File: src/rtl/core/afd_pkg.sv
package afd_pkg;

  localparam int AXIS_W   = 16;
  localparam int MAG_W    = 32;
  localparam int SQ_W     = 31;
  localparam int LIMIT_W  = 32;
  localparam int TICK_W   = 16;
  localparam int CFG_IDX_W  = 3;
  localparam int CFG_DATA_W = 32;

  localparam logic OP_SAMPLE = 1'b0;
  localparam logic OP_CLEAR  = 1'b1;

  localparam logic [CFG_IDX_W-1:0] REG_MOTION_ENABLE = 3'd0;
  localparam logic [CFG_IDX_W-1:0] REG_FREEFALL_SQ   = 3'd1;
  localparam logic [CFG_IDX_W-1:0] REG_IMPACT_SQ     = 3'd2;
  localparam logic [CFG_IDX_W-1:0] REG_STILL_SQ_LOW  = 3'd3;
  localparam logic [CFG_IDX_W-1:0] REG_STILL_SQ_HIGH = 3'd4;
  localparam logic [CFG_IDX_W-1:0] REG_PHASE_TIMEOUT = 3'd5;
  localparam logic [CFG_IDX_W-1:0] REG_STILL_HOLD    = 3'd6;

  localparam logic               RST_MOTION_ENABLE = 1'b1;
  localparam logic [LIMIT_W-1:0] RST_FREEFALL_SQ   = 32'd8220836;
  localparam logic [LIMIT_W-1:0] RST_IMPACT_SQ     = 32'd67108864;
  localparam logic [LIMIT_W-1:0] RST_STILL_SQ_LOW  = 32'd10737418;
  localparam logic [LIMIT_W-1:0] RST_STILL_SQ_HIGH = 32'd24159191;
  localparam logic [TICK_W-1:0]  RST_PHASE_TIMEOUT = 16'd25;
  localparam logic [TICK_W-1:0]  RST_STILL_HOLD    = 16'd50;

  typedef struct packed {
    logic                     op;
    logic signed [AXIS_W-1:0] accel_x;
    logic signed [AXIS_W-1:0] accel_y;
    logic signed [AXIS_W-1:0] accel_z;
  } in_beat_t;

  typedef struct packed {
    logic [1:0]       phase;
    logic             fall_alarm;
    logic             fall_event;
    logic [MAG_W-1:0] mag_sq;
  } out_beat_t;

endpackage

File: src/rtl/core/afd_chan_if.sv
interface afd_chan_if #(
  parameter type data_t = logic
);
  logic  valid;
  logic  ready;
  data_t data;

  modport source (output valid, output data, input ready);
  modport sink   (input valid, input data, output ready);
endinterface

File: src/rtl/core/accel_fall_detector.sv
// channel   dir  payload                                     beat when
// in_ch     in   op, accel_x, accel_y, accel_z               valid && ready
// out_ch    out  phase, fall_alarm, fall_event, mag_sq       valid && ready
// cfg_*     in   cfg_index, cfg_data                         cfg_we high
//
// one beat per cycle sustained while out_ch is ready; registers in order: input reg, square reg, sum reg,
// result reg where the phase machine updates
// rst_n synchronous active low: phase normal, counter and alarm zero, registers at defaults
// out_ch stalls back-pressure stage by stage; in_ch.ready stays high while any stage is empty
module accel_fall_detector #(
  parameter int COUNT_WIDTH = 16
) (
  input  logic                            clk,
  input  logic                            rst_n,
  afd_chan_if.sink                        in_ch,
  afd_chan_if.source                      out_ch,
  input  logic                            cfg_we,
  input  logic [afd_pkg::CFG_IDX_W-1:0]   cfg_index,
  input  logic [afd_pkg::CFG_DATA_W-1:0]  cfg_data
);

  localparam int CMP_W = (COUNT_WIDTH > afd_pkg::TICK_W) ? COUNT_WIDTH : afd_pkg::TICK_W;
  localparam logic [COUNT_WIDTH-1:0] CNT_MAX = {COUNT_WIDTH{1'b1}};
  localparam logic [COUNT_WIDTH-1:0] CNT_ONE = COUNT_WIDTH'(1);

  typedef enum logic [1:0] {
    PH_NORMAL = 2'd0,
    PH_FALL   = 2'd1,
    PH_IMPACT = 2'd2,
    PH_STILL  = 2'd3
  } phase_t;

  // configuration registers
  logic                            motion_enable_r;
  logic [afd_pkg::LIMIT_W-1:0]     freefall_sq_r;
  logic [afd_pkg::LIMIT_W-1:0]     impact_sq_r;
  logic [afd_pkg::LIMIT_W-1:0]     still_low_r;
  logic [afd_pkg::LIMIT_W-1:0]     still_high_r;
  logic [afd_pkg::TICK_W-1:0]      phase_timeout_r;
  logic [afd_pkg::TICK_W-1:0]      still_hold_r;

  always_ff @(posedge clk) begin
    if (!rst_n) begin
      motion_enable_r <= afd_pkg::RST_MOTION_ENABLE;
      freefall_sq_r   <= afd_pkg::RST_FREEFALL_SQ;
      impact_sq_r     <= afd_pkg::RST_IMPACT_SQ;
      still_low_r     <= afd_pkg::RST_STILL_SQ_LOW;
      still_high_r    <= afd_pkg::RST_STILL_SQ_HIGH;
      phase_timeout_r <= afd_pkg::RST_PHASE_TIMEOUT;
      still_hold_r    <= afd_pkg::RST_STILL_HOLD;
    end else if (cfg_we) begin
      case (cfg_index)
        afd_pkg::REG_MOTION_ENABLE: motion_enable_r <= cfg_data[0];
        afd_pkg::REG_FREEFALL_SQ:   freefall_sq_r   <= cfg_data;
        afd_pkg::REG_IMPACT_SQ:     impact_sq_r     <= cfg_data;
        afd_pkg::REG_STILL_SQ_LOW:  still_low_r     <= cfg_data;
        afd_pkg::REG_STILL_SQ_HIGH: still_high_r    <= cfg_data;
        afd_pkg::REG_PHASE_TIMEOUT: phase_timeout_r <= cfg_data[afd_pkg::TICK_W-1:0];
        afd_pkg::REG_STILL_HOLD:    still_hold_r    <= cfg_data[afd_pkg::TICK_W-1:0];
        default: ;
      endcase
    end
  end

  // pipeline occupancy and per-stage ready
  logic s1_v_r, s2_v_r, s3_v_r, out_v_r;
  logic s1_rdy, s2_rdy, s3_rdy, out_rdy;

  assign out_rdy = !out_v_r || out_ch.ready;
  assign s3_rdy  = !s3_v_r || out_rdy;
  assign s2_rdy  = !s2_v_r || s3_rdy;
  assign s1_rdy  = !s1_v_r || s2_rdy;
  assign in_ch.ready = s1_rdy;

  afd_pkg::in_beat_t s1_r;

  always_ff @(posedge clk) begin
    if (!rst_n) begin
      s1_v_r <= 1'b0;
    end else if (s1_rdy) begin
      s1_v_r <= in_ch.valid;
    end
  end

  always_ff @(posedge clk) begin
    if (s1_rdy && in_ch.valid) begin
      s1_r <= in_ch.data;
    end
  end

  // squares
  logic signed [2*afd_pkg::AXIS_W-1:0] prod_x, prod_y, prod_z;
  logic [afd_pkg::SQ_W-1:0]            sq_x_r, sq_y_r, sq_z_r;
  logic                                s2_op_r;

  assign prod_x = s1_r.accel_x * s1_r.accel_x;
  assign prod_y = s1_r.accel_y * s1_r.accel_y;
  assign prod_z = s1_r.accel_z * s1_r.accel_z;

  always_ff @(posedge clk) begin
    if (!rst_n) begin
      s2_v_r <= 1'b0;
    end else if (s2_rdy) begin
      s2_v_r <= s1_v_r;
    end
  end

  always_ff @(posedge clk) begin
    if (s2_rdy && s1_v_r) begin
      s2_op_r <= s1_r.op;
      sq_x_r  <= prod_x[afd_pkg::SQ_W-1:0];
      sq_y_r  <= prod_y[afd_pkg::SQ_W-1:0];
      sq_z_r  <= prod_z[afd_pkg::SQ_W-1:0];
    end
  end

  // sum
  logic [afd_pkg::MAG_W-1:0] mag_sum;
  logic [afd_pkg::MAG_W-1:0] s3_mag_r;
  logic                      s3_op_r;

  assign mag_sum = afd_pkg::MAG_W'(sq_x_r) + afd_pkg::MAG_W'(sq_y_r)
                 + afd_pkg::MAG_W'(sq_z_r);

  always_ff @(posedge clk) begin
    if (!rst_n) begin
      s3_v_r <= 1'b0;
    end else if (s3_rdy) begin
      s3_v_r <= s2_v_r;
    end
  end

  always_ff @(posedge clk) begin
    if (s3_rdy && s2_v_r) begin
      s3_op_r  <= s2_op_r;
      s3_mag_r <= mag_sum;
    end
  end

  // phase machine
  phase_t                    phase_r, phase_nxt;
  logic [COUNT_WIDTH-1:0]    tick_count_r, tick_count_nxt;
  logic                      alarm_r, alarm_nxt;
  logic                      event_nxt;
  logic [afd_pkg::MAG_W-1:0] mag_nxt;
  afd_pkg::out_beat_t        out_r;

  always_comb begin
    logic in_band;
    logic enter;
    logic timeout;
    logic hold_done;
    in_band   = (s3_mag_r >= still_low_r) && (s3_mag_r <= still_high_r);
    timeout   = CMP_W'(tick_count_r) > CMP_W'(phase_timeout_r);
    hold_done = CMP_W'(tick_count_r) > CMP_W'(still_hold_r);
    enter     = 1'b0;
    phase_nxt = phase_r;
    alarm_nxt = alarm_r;
    event_nxt = 1'b0;
    mag_nxt   = s3_mag_r;
    tick_count_nxt = tick_count_r;
    if (s3_op_r == afd_pkg::OP_CLEAR) begin
      alarm_nxt = 1'b0;
      mag_nxt   = '0;
    end else if (motion_enable_r) begin
      case (phase_r)
        PH_NORMAL: begin
          if (s3_mag_r < freefall_sq_r) begin
            phase_nxt = PH_FALL;
            enter     = 1'b1;
          end
        end
        PH_FALL: begin
          if (s3_mag_r > impact_sq_r) begin
            phase_nxt = PH_IMPACT;
            enter     = 1'b1;
          end else if (timeout) begin
            phase_nxt = PH_NORMAL;
          end
        end
        PH_IMPACT: begin
          if (in_band) begin
            phase_nxt = PH_STILL;
            enter     = 1'b1;
          end else if (timeout) begin
            phase_nxt = PH_NORMAL;
          end
        end
        default: begin
          if (hold_done) begin
            alarm_nxt = 1'b1;
            event_nxt = 1'b1;
            phase_nxt = PH_NORMAL;
          end else if (!in_band) begin
            phase_nxt = PH_NORMAL;
          end
        end
      endcase
      if (enter) begin
        tick_count_nxt = CNT_ONE;
      end else if (tick_count_r != CNT_MAX) begin
        tick_count_nxt = tick_count_r + CNT_ONE;
      end
    end
  end

  always_ff @(posedge clk) begin
    if (!rst_n) begin
      phase_r      <= PH_NORMAL;
      tick_count_r <= '0;
      alarm_r      <= 1'b0;
      out_v_r      <= 1'b0;
    end else if (out_rdy) begin
      out_v_r <= s3_v_r;
      if (s3_v_r) begin
        phase_r      <= phase_nxt;
        tick_count_r <= tick_count_nxt;
        alarm_r      <= alarm_nxt;
        out_r.phase      <= phase_nxt;
        out_r.fall_alarm <= alarm_nxt;
        out_r.fall_event <= event_nxt;
        out_r.mag_sq     <= mag_nxt;
      end
    end
  end

  assign out_ch.valid = out_v_r;
  assign out_ch.data  = out_r;

  // checks
  a_event_alarm: assert property (@(posedge clk) disable iff (!rst_n)
    out_v_r && out_r.fall_event |-> out_r.fall_alarm && out_r.phase == PH_NORMAL)
    else $error("fall event without alarm or normal phase");

  a_clear_beat: assert property (@(posedge clk) disable iff (!rst_n)
    out_rdy && s3_v_r && s3_op_r == afd_pkg::OP_CLEAR
      |=> !out_r.fall_alarm && out_r.mag_sq == '0 && !out_r.fall_event)
    else $error("clear beat left alarm or magnitude");

  a_enter_fall: assert property (@(posedge clk) disable iff (!rst_n)
    out_rdy && s3_v_r && phase_r == PH_NORMAL && phase_nxt == PH_FALL
      |=> tick_count_r == CNT_ONE)
    else $error("counter not restarted on free fall entry");

  a_state_hold: assert property (@(posedge clk) disable iff (!rst_n)
    !(out_rdy && s3_v_r) |=> $stable(phase_r) && $stable(tick_count_r) && $stable(alarm_r))
    else $error("phase state moved without a beat");

endmodule

File: src/flat_wrapper.sv
// flat-port wrapper written by rule: the top's interface ports become plain ports
module accel_fall_detector_flat 
#(
  parameter int COUNT_WIDTH = 16
)
  (clk, rst_n, cfg_we, cfg_index, cfg_data, in_ch_valid, in_ch_data, in_ch_ready, out_ch_valid, out_ch_data, out_ch_ready);
  afd_chan_if #(.data_t(afd_pkg::in_beat_t)) in_ch_i ();
  afd_chan_if #(.data_t(afd_pkg::out_beat_t)) out_ch_i ();
  input  logic clk;
  input  logic rst_n;
  input  logic cfg_we;
  input  logic [afd_pkg::CFG_IDX_W-1:0] cfg_index;
  input  logic [afd_pkg::CFG_DATA_W-1:0] cfg_data;
  input wire logic [$bits(in_ch_i.valid)-1:0] in_ch_valid;
  input wire logic [$bits(in_ch_i.data)-1:0] in_ch_data;
  output wire logic [$bits(in_ch_i.ready)-1:0] in_ch_ready;
  output wire logic [$bits(out_ch_i.valid)-1:0] out_ch_valid;
  output wire logic [$bits(out_ch_i.data)-1:0] out_ch_data;
  input wire logic [$bits(out_ch_i.ready)-1:0] out_ch_ready;
  assign in_ch_i.valid = in_ch_valid;
  assign in_ch_i.data = in_ch_data;
  assign in_ch_ready = in_ch_i.ready;
  assign out_ch_valid = out_ch_i.valid;
  assign out_ch_data = out_ch_i.data;
  assign out_ch_i.ready = out_ch_ready;
  accel_fall_detector #(.COUNT_WIDTH(COUNT_WIDTH)) u_core (.clk(clk), .rst_n(rst_n), .in_ch(in_ch_i), .out_ch(out_ch_i), .cfg_we(cfg_we), .cfg_index(cfg_index), .cfg_data(cfg_data));
endmodule
File: config.mk
export PLATFORM = sky130hd
export DESIGN_NAME = accel_fall_detector_flat
export DESIGN_NICKNAME = d
export VERILOG_FILES = /design/src/rtl/core/afd_pkg.sv /design/src/rtl/core/afd_chan_if.sv /design/src/rtl/core/accel_fall_detector.sv /design/src/flat_wrapper.sv
export SDC_FILE = /design/constraint.sdc
export NUM_CORES = 2
export LEC_CHECK = 0
export BUFFER_PORTS_ARGS = -buffer_cell sky130_fd_sc_hd__buf_4
export CELL_PAD_IN_SITES_DETAIL_PLACEMENT = 0
export CELL_PAD_IN_SITES_GLOBAL_PLACEMENT = 1
export CORE_MARGIN = 2
export CORE_UTILIZATION = 56
export CTS_BUF_LIST = sky130_fd_sc_hd__clkbuf_8
export DETAILED_ROUTE_END_ITERATION = 6
export GPL_ROUTABILITY_DRIVEN = 0
export GPL_TIMING_DRIVEN = 0
export PLACE_DENSITY = 0.95
export SETUP_SLACK_MARGIN = 0.5
export SLEW_MARGIN = 0
export SYNTH_ARGS = -nofsm -noshare
export SYNTH_HDL_FRONTEND = slang
export SYNTH_SLANG_ARGS = --single-unit
File: constraint.sdc
create_clock -name clk -period 13.9 [get_ports clk]
set_clock_uncertainty 0.05 [all_clocks]
set_input_delay 0.695 -clock clk [delete_from_list [all_inputs] [get_ports clk]]
set_output_delay 0.695 -clock clk [all_outputs]
set_load 0.01 [all_outputs]
# Yosys cells after proc, flatten, opt, wreduce, memory -nomap -nowiden
# Index checks and enable logic that the tools add are counted.
[totals]
input_bits = 89
out_inout_bits = 38
word_cells = 100
regBits = 396
[classes]
eq_ne = 9
n_reduce_logical = 27
add_sub_neg = 3
muxes = 22
order_cmp = 6
bitwise = 2
mul = 3
[ops]
columns = ["operator", "count"]
rows = [
  ["16-bit by 16-bit multiplier with 31-bit output", 3],
  ["31-bit by 31-bit adder with 32-bit output", 1],
  ["32-bit by 31-bit adder with 32-bit output", 1],
  ["32-bit >= comparator", 1],
  ["16-bit greater-than comparator", 2],
  ["32-bit greater-than comparator", 1],
  ["32-bit <= comparator", 1],
  ["32-bit less-than comparator", 1],
  ["16-bit 2-to-1 mux", 2],
  ["16-bit by 1-bit adder with 16-bit output, second input constant", 1],
  ["2-bit 2-to-1 mux", 8],
  ["16-bit inequality test, second input constant", 1],
  ["2-bit AND reduction", 8],
  ["1-bit 2-to-1 mux", 10],
  ["3-bit == test, second input constant", 3],
  ["3-bit by 2-bit == test with 1-bit output, second input constant", 2],
  ["2-bit one-hot mux with 3 select lines", 1],
  ["5-bit AND reduction", 1],
  ["5-bit OR reduction", 1],
  ["1-bit logical AND", 4],
  ["1-bit logical NOT", 4],
  ["1-bit logical OR", 4],
  ["3-bit by 1-bit == test with 1-bit output, second input constant", 1],
  ["3-bit logical NOT", 1],
  ["other kinds (8)", 9],
]

# Depth between registers and ports, before layout
[depth]
ltp_word = 8
mapped_depth = 25
depth_no_buf = 23

# Worst setup path before layout
# Ideal clock, no wire load.
[synth_timing]
kind = "register to register"
from = "register u_core.s1_r[47] (netlist name)"
to = "register u_core.sq_x_r[29] (netlist name), data pin"
required_time_ps = 13592
period_less_slack_ps = 6540
setup_time_ps = 258
path_stages_with_launch = 23
n_path_buf = 2
arrival_ps = 6232
slack_ps = 7360
path_cell_list = "edfxtp_1 -> clkbuf_1 -> inv_1 -> buf_1 -> nor2_1 -> fa_1 -> fa_1 -> fa_1 -> fa_1 -> fa_1 -> inv_1 -> fa_1 -> inv_1 -> ha_1 -> and3_1 -> a221oi_1 -> inv_1 -> a221o_1 -> o2111ai_1 -> nand3_1 -> a31o_2 -> a21oi_1 -> xnor2_1"
[synth_via]
elab_chain_len = 1
[synth_lines]
columns = ["item", "line_no", "text"]
rows = [
  ["start: declaration", "accel_fall_detector.sv:75", "afd_pkg::in_beat_t s1_r;"],
  ["start signal: assignment", "accel_fall_detector.sv:87", "s1_r <= in_ch.data;"],
  ["16-bit by 16-bit multiplier with 31-bit output", "accel_fall_detector.sv:96", "assign prod_x = s1_r.accel_x * s1_r.accel_x;"],
  ["named net u_core.prod_x (one bit)", "accel_fall_detector.sv:92", "logic signed [2*afd_pkg::AXIS_W-1:0] prod_x, prod_y, prod_z;"],
  ["end signal: assignment", "accel_fall_detector.sv:111", "sq_x_r <= prod_x[afd_pkg::SQ_W-1:0];"],
  ["end: declaration", "accel_fall_detector.sv:93", "logic [afd_pkg::SQ_W-1:0] sq_x_r, sq_y_r, sq_z_r;"],
]
# The timed path passes the listed nets, and every way through them passes these cells.
# A chain may end at the register's enable or synchronous reset.

# Worst setup path after layout
[layout_timing]
from = "register u_core.s1_r[15] (netlist name)"
to = "register u_core.sq_z_r[30] (netlist name), data pin"
[layout_via]
elab_chain_len = 1
[layout_lines]
columns = ["item", "line_no", "text"]
rows = [
  ["16-bit by 16-bit multiplier with 31-bit output", "accel_fall_detector.sv:98", "assign prod_z = s1_r.accel_z * s1_r.accel_z;"],
  ["named net u_core.prod_z (one bit)", "accel_fall_detector.sv:92", ""],
  ["end signal: assignment", "accel_fall_detector.sv:113", "sq_z_r <= prod_z[afd_pkg::SQ_W-1:0];"],
  ["end: declaration", "accel_fall_detector.sv:93", ""],
]
# The timed path passes the listed nets, and every way through them passes these cells.

==> reports/qor.csv <==
metric,value,unit
status,completed,
DR iter-0 viols,2401,
Top-Level Pins,127,
number of global-route vias before repair,34060,
share of post-route cells with drive strength above 1,5.651,%
Yosys reg bits,393,
routed vias,32670,
final worst-path cycle share,56.81,%
Netlist Area Pre-Place,45270,sq um
root buffer cell,clkbuf_8,
sequential-to-total area share from yosys stat,22.00,%
Yosys cell types,77,
post-route ant nets,0,
CTS Sinks,393,
Gate Count Post-Synth,4746,
first-pass GRT wire length,177.3,mm
largest net degree at the start of global routing,49,
final hold viol count,0,
Crit. End Element,register,
HP Class,in -> reg,
DR pass1 iterations,5,
Startpoint Class,register,
Peak Freq,0.1266,GHz
Worst-Margin Slew,1.227,ns
Async SR Flop Fraction,0,%
Total GRT Usage,27.54,%
Final setup viols,0,
WL per Instance,18.09,microns
Post-route DRC,0,
WL final,109.8,mm
final setup TNS,0,ns
fillcell total,6696,
CP Max Fanout,10,
Slew headroom,17.57,%
# port buffers,124,
H-Tree Depth,3,
Clock Path Buffers,3,
global route overflow,0,
CTS Buf Count,72,
RSZ-0062 raised after global routing,false,
Vias/cell,5.383,
Nets,6196,
"Setup Fix Bufs, Post-CTS",0,
Rows,104,
Crit Path Class,reg -> reg,
dominant synthesized flop cell,edfxtp_1,
hold_buf cts,0,
"Arr. time, crit path",8.22,ns
P&R area growth vs syn,8.825,%
Core ar.,80290,sq um
Die H,288.3,microns
Post-synth EDFFs,209,
Initial Util,56.39,%
Max-cap violations,0,
Avg Inst Size Synth,9.539,sq um
die width,288.3,microns
initial antenna violation count,2,
DP HPWL,89.66,mm
Max Slew Vio Count,0,
Total Die Area,83130,sq um
clk slew on worst S/H paths,0.06,ns
Period minus WS final,7.897,ns
cts repair resizes,0,
YS warnings,0,
Worst EP required,14.23,ns
later-pin clock latency in the skew report,0.69,ns
CTS tree,yes,
synth_stat cells, drive strengths merged (4+ instances only):
| master | count | share of area [%] |
|---|---|---|
| nand2 | 582 | 4.8 |
| ha | 436 | 12 |
| a21oi | 256 | 2.8 |
| inv | 1145 | 9.5 |
| o21a | 19 | 0.32 |
| clkbuf | 131 | 1.1 |
| mux2 | 8 | 0.20 |
| a211oi | 25 | 0.41 |
| nor2 | 166 | 1.4 |
| xnor2 | 119 | 2.3 |
| o211ai | 53 | 0.89 |
| and2 | 125 | 1.7 |
| and3 | 28 | 0.40 |
| nor4 | 10 | 0.15 |
| and4 | 4 | 0.077 |
| a31oi | 13 | 0.18 |
| edfxtp | 209 | 14 |
| a31o | 14 | 0.27 |
| o21ai | 69 | 0.76 |
| o21bai | 24 | 0.40 |
| nand3 | 48 | 0.53 |
| nand4 | 36 | 0.50 |
| o2111ai | 7 | 0.14 |
| a21boi | 7 | 0.12 |
| buf | 6 | 0.069 |
| a2111oi | 9 | 0.24 |
| a21o | 59 | 0.98 |
| fa | 720 | 32 |
| a311oi | 5 | 0.15 |
| nand2b | 27 | 0.37 |
| xor2 | 43 | 0.83 |
| or3 | 11 | 0.16 |
| nor2b | 55 | 0.76 |
| dfxtp | 184 | 8.1 |
| o22ai | 4 | 0.055 |
| nor3 | 34 | 0.41 |
| a211o | 7 | 0.14 |
| o31ai | 4 | 0.066 |
kinds of logic after synthesis:
family / after synthesis / synth area share (%)
adders and majority gates: 1156 / 43.89
DFF: 393 / 22.00
and+or+nand+nor: 1138 / 11.50
muxes: 9 / 0.2211
AOI/OAI and AO/OA: 605 / 8.595
buffers and inverters: 1282 / 10.65
other: 1 / 0.008283
xor gates and xnor gates: 162 / 3.134
placed cells by master, fill, tap and decap left out, drive strengths merged, types with 27 or more instances in the layout:
cell type  count
ha           436
nor2b         55
edfxtp       209
and3          28
buf          135
nand4         36
inv         1169
nand3         48
nor2         166
o211ai        53
fa           720
a21o          59
and2         125
o21ai         69
clkbuf       215
nor3          34
xnor2        119
nand2b        27
xor2          43
dfxtp        184
nand2        582
a21oi        256
through the flow:
stage	hold WS [ns]	setup WS [ns]	utilization, %	cells	area (sq um)
after global placement	0.3573	6.223	59.21	5932	47540
after global routing	0.08241	5.540	61.36	6070	49270
after detailed placement	0.3618	6.191	59.38	5937	47670
final	0.1236	6.003	61.36	6070	49270
after floorplan	0.3503	7.360	-	4748	45280
after CTS	0.06664	6.098	61.36	6068	49260
final timing paths:
kind	depth (start not counted)	startpoint	slack, ns	endpoint
worst max-delay path	23	u_core.s1_r[15]	6.00	u_core.sq_z_r[30]
worst min-delay path	1	in_ch_data[1]	0.12	u_core.s1_r[1]
worst max register to register	23	u_core.s1_r[15]	6.00	u_core.sq_z_r[30]
worst min register to register	0	u_core.s2_op_r	0.37	u_core.s3_op_r
critical path, stage by stage, from the launching register on:
cell and delay, ns:
edfxtp_1 0.35, clkbuf_1 0.31, inv_1 0.32, clkbuf_1 0.57
nor2_1 0.21, fa_1 0.55, inv_1 0.07, fa_1 0.50
fa_1 0.51, inv_1 0.06, fa_1 0.50, fa_1 0.49
inv_1 0.05, fa_1 0.47, inv_1 0.04, ha_1 0.32
a21oi_1 0.22, nand2_1 0.09, a211oi_1 0.56, o311ai_1 0.27
a41oi_1 0.43, o21ai_0 0.14, a21oi_1 0.19, xnor2_1 0.30
sequential cells by signal, indices dropped and copies added, names as in the netlist, 2 cells and up:
name                    count
u_core.s3_mag_r            32
u_core.out_ch.data         36
u_core.sq_y_r              30
u_core.impact_sq_r         32
u_core.sq_z_r              30
u_core.tick_count_r        16
u_core.s1_r                49
u_core.phase_r              2
u_core.sq_x_r              30
u_core.still_low_r         32
u_core.still_high_r        32
u_core.phase_timeout_r     16
u_core.freefall_sq_r       32
u_core.still_hold_r        16
final cells by class:
cell class	count	area [sq um]	area share (%)
multi-input combinational	3073	30530	61.96
sequential	393	9960	20.22
inverter	1145	4298	8.724
tap	1060	1326	2.692
clock buffer	84	1156	2.347
timing repair buffer	129	1039	2.108
buffer	137	523.0	1.062
clock inverter	47	432.9	0.8787
antenna	2	5.005	0.01016
layer usage:
layer | track usage (%) | part of all wire (%) | up-vias | wire, microns
met5 | 0 | 0 | - | 0
met4 | 11.23 | 4.3 | 0 | 4741
met3 | 3.420 | 6.6 | 219 | 7254
met2 | 47.04 | 49 | 1006 | 53600
met1 | 35.67 | 40 | 16240 | 44220
li1 | - | - | 15210 | -
Power is left out: the tool's default activity adds up to more than one toggle a clock period on the data nets, which glitch-free logic cannot reach.
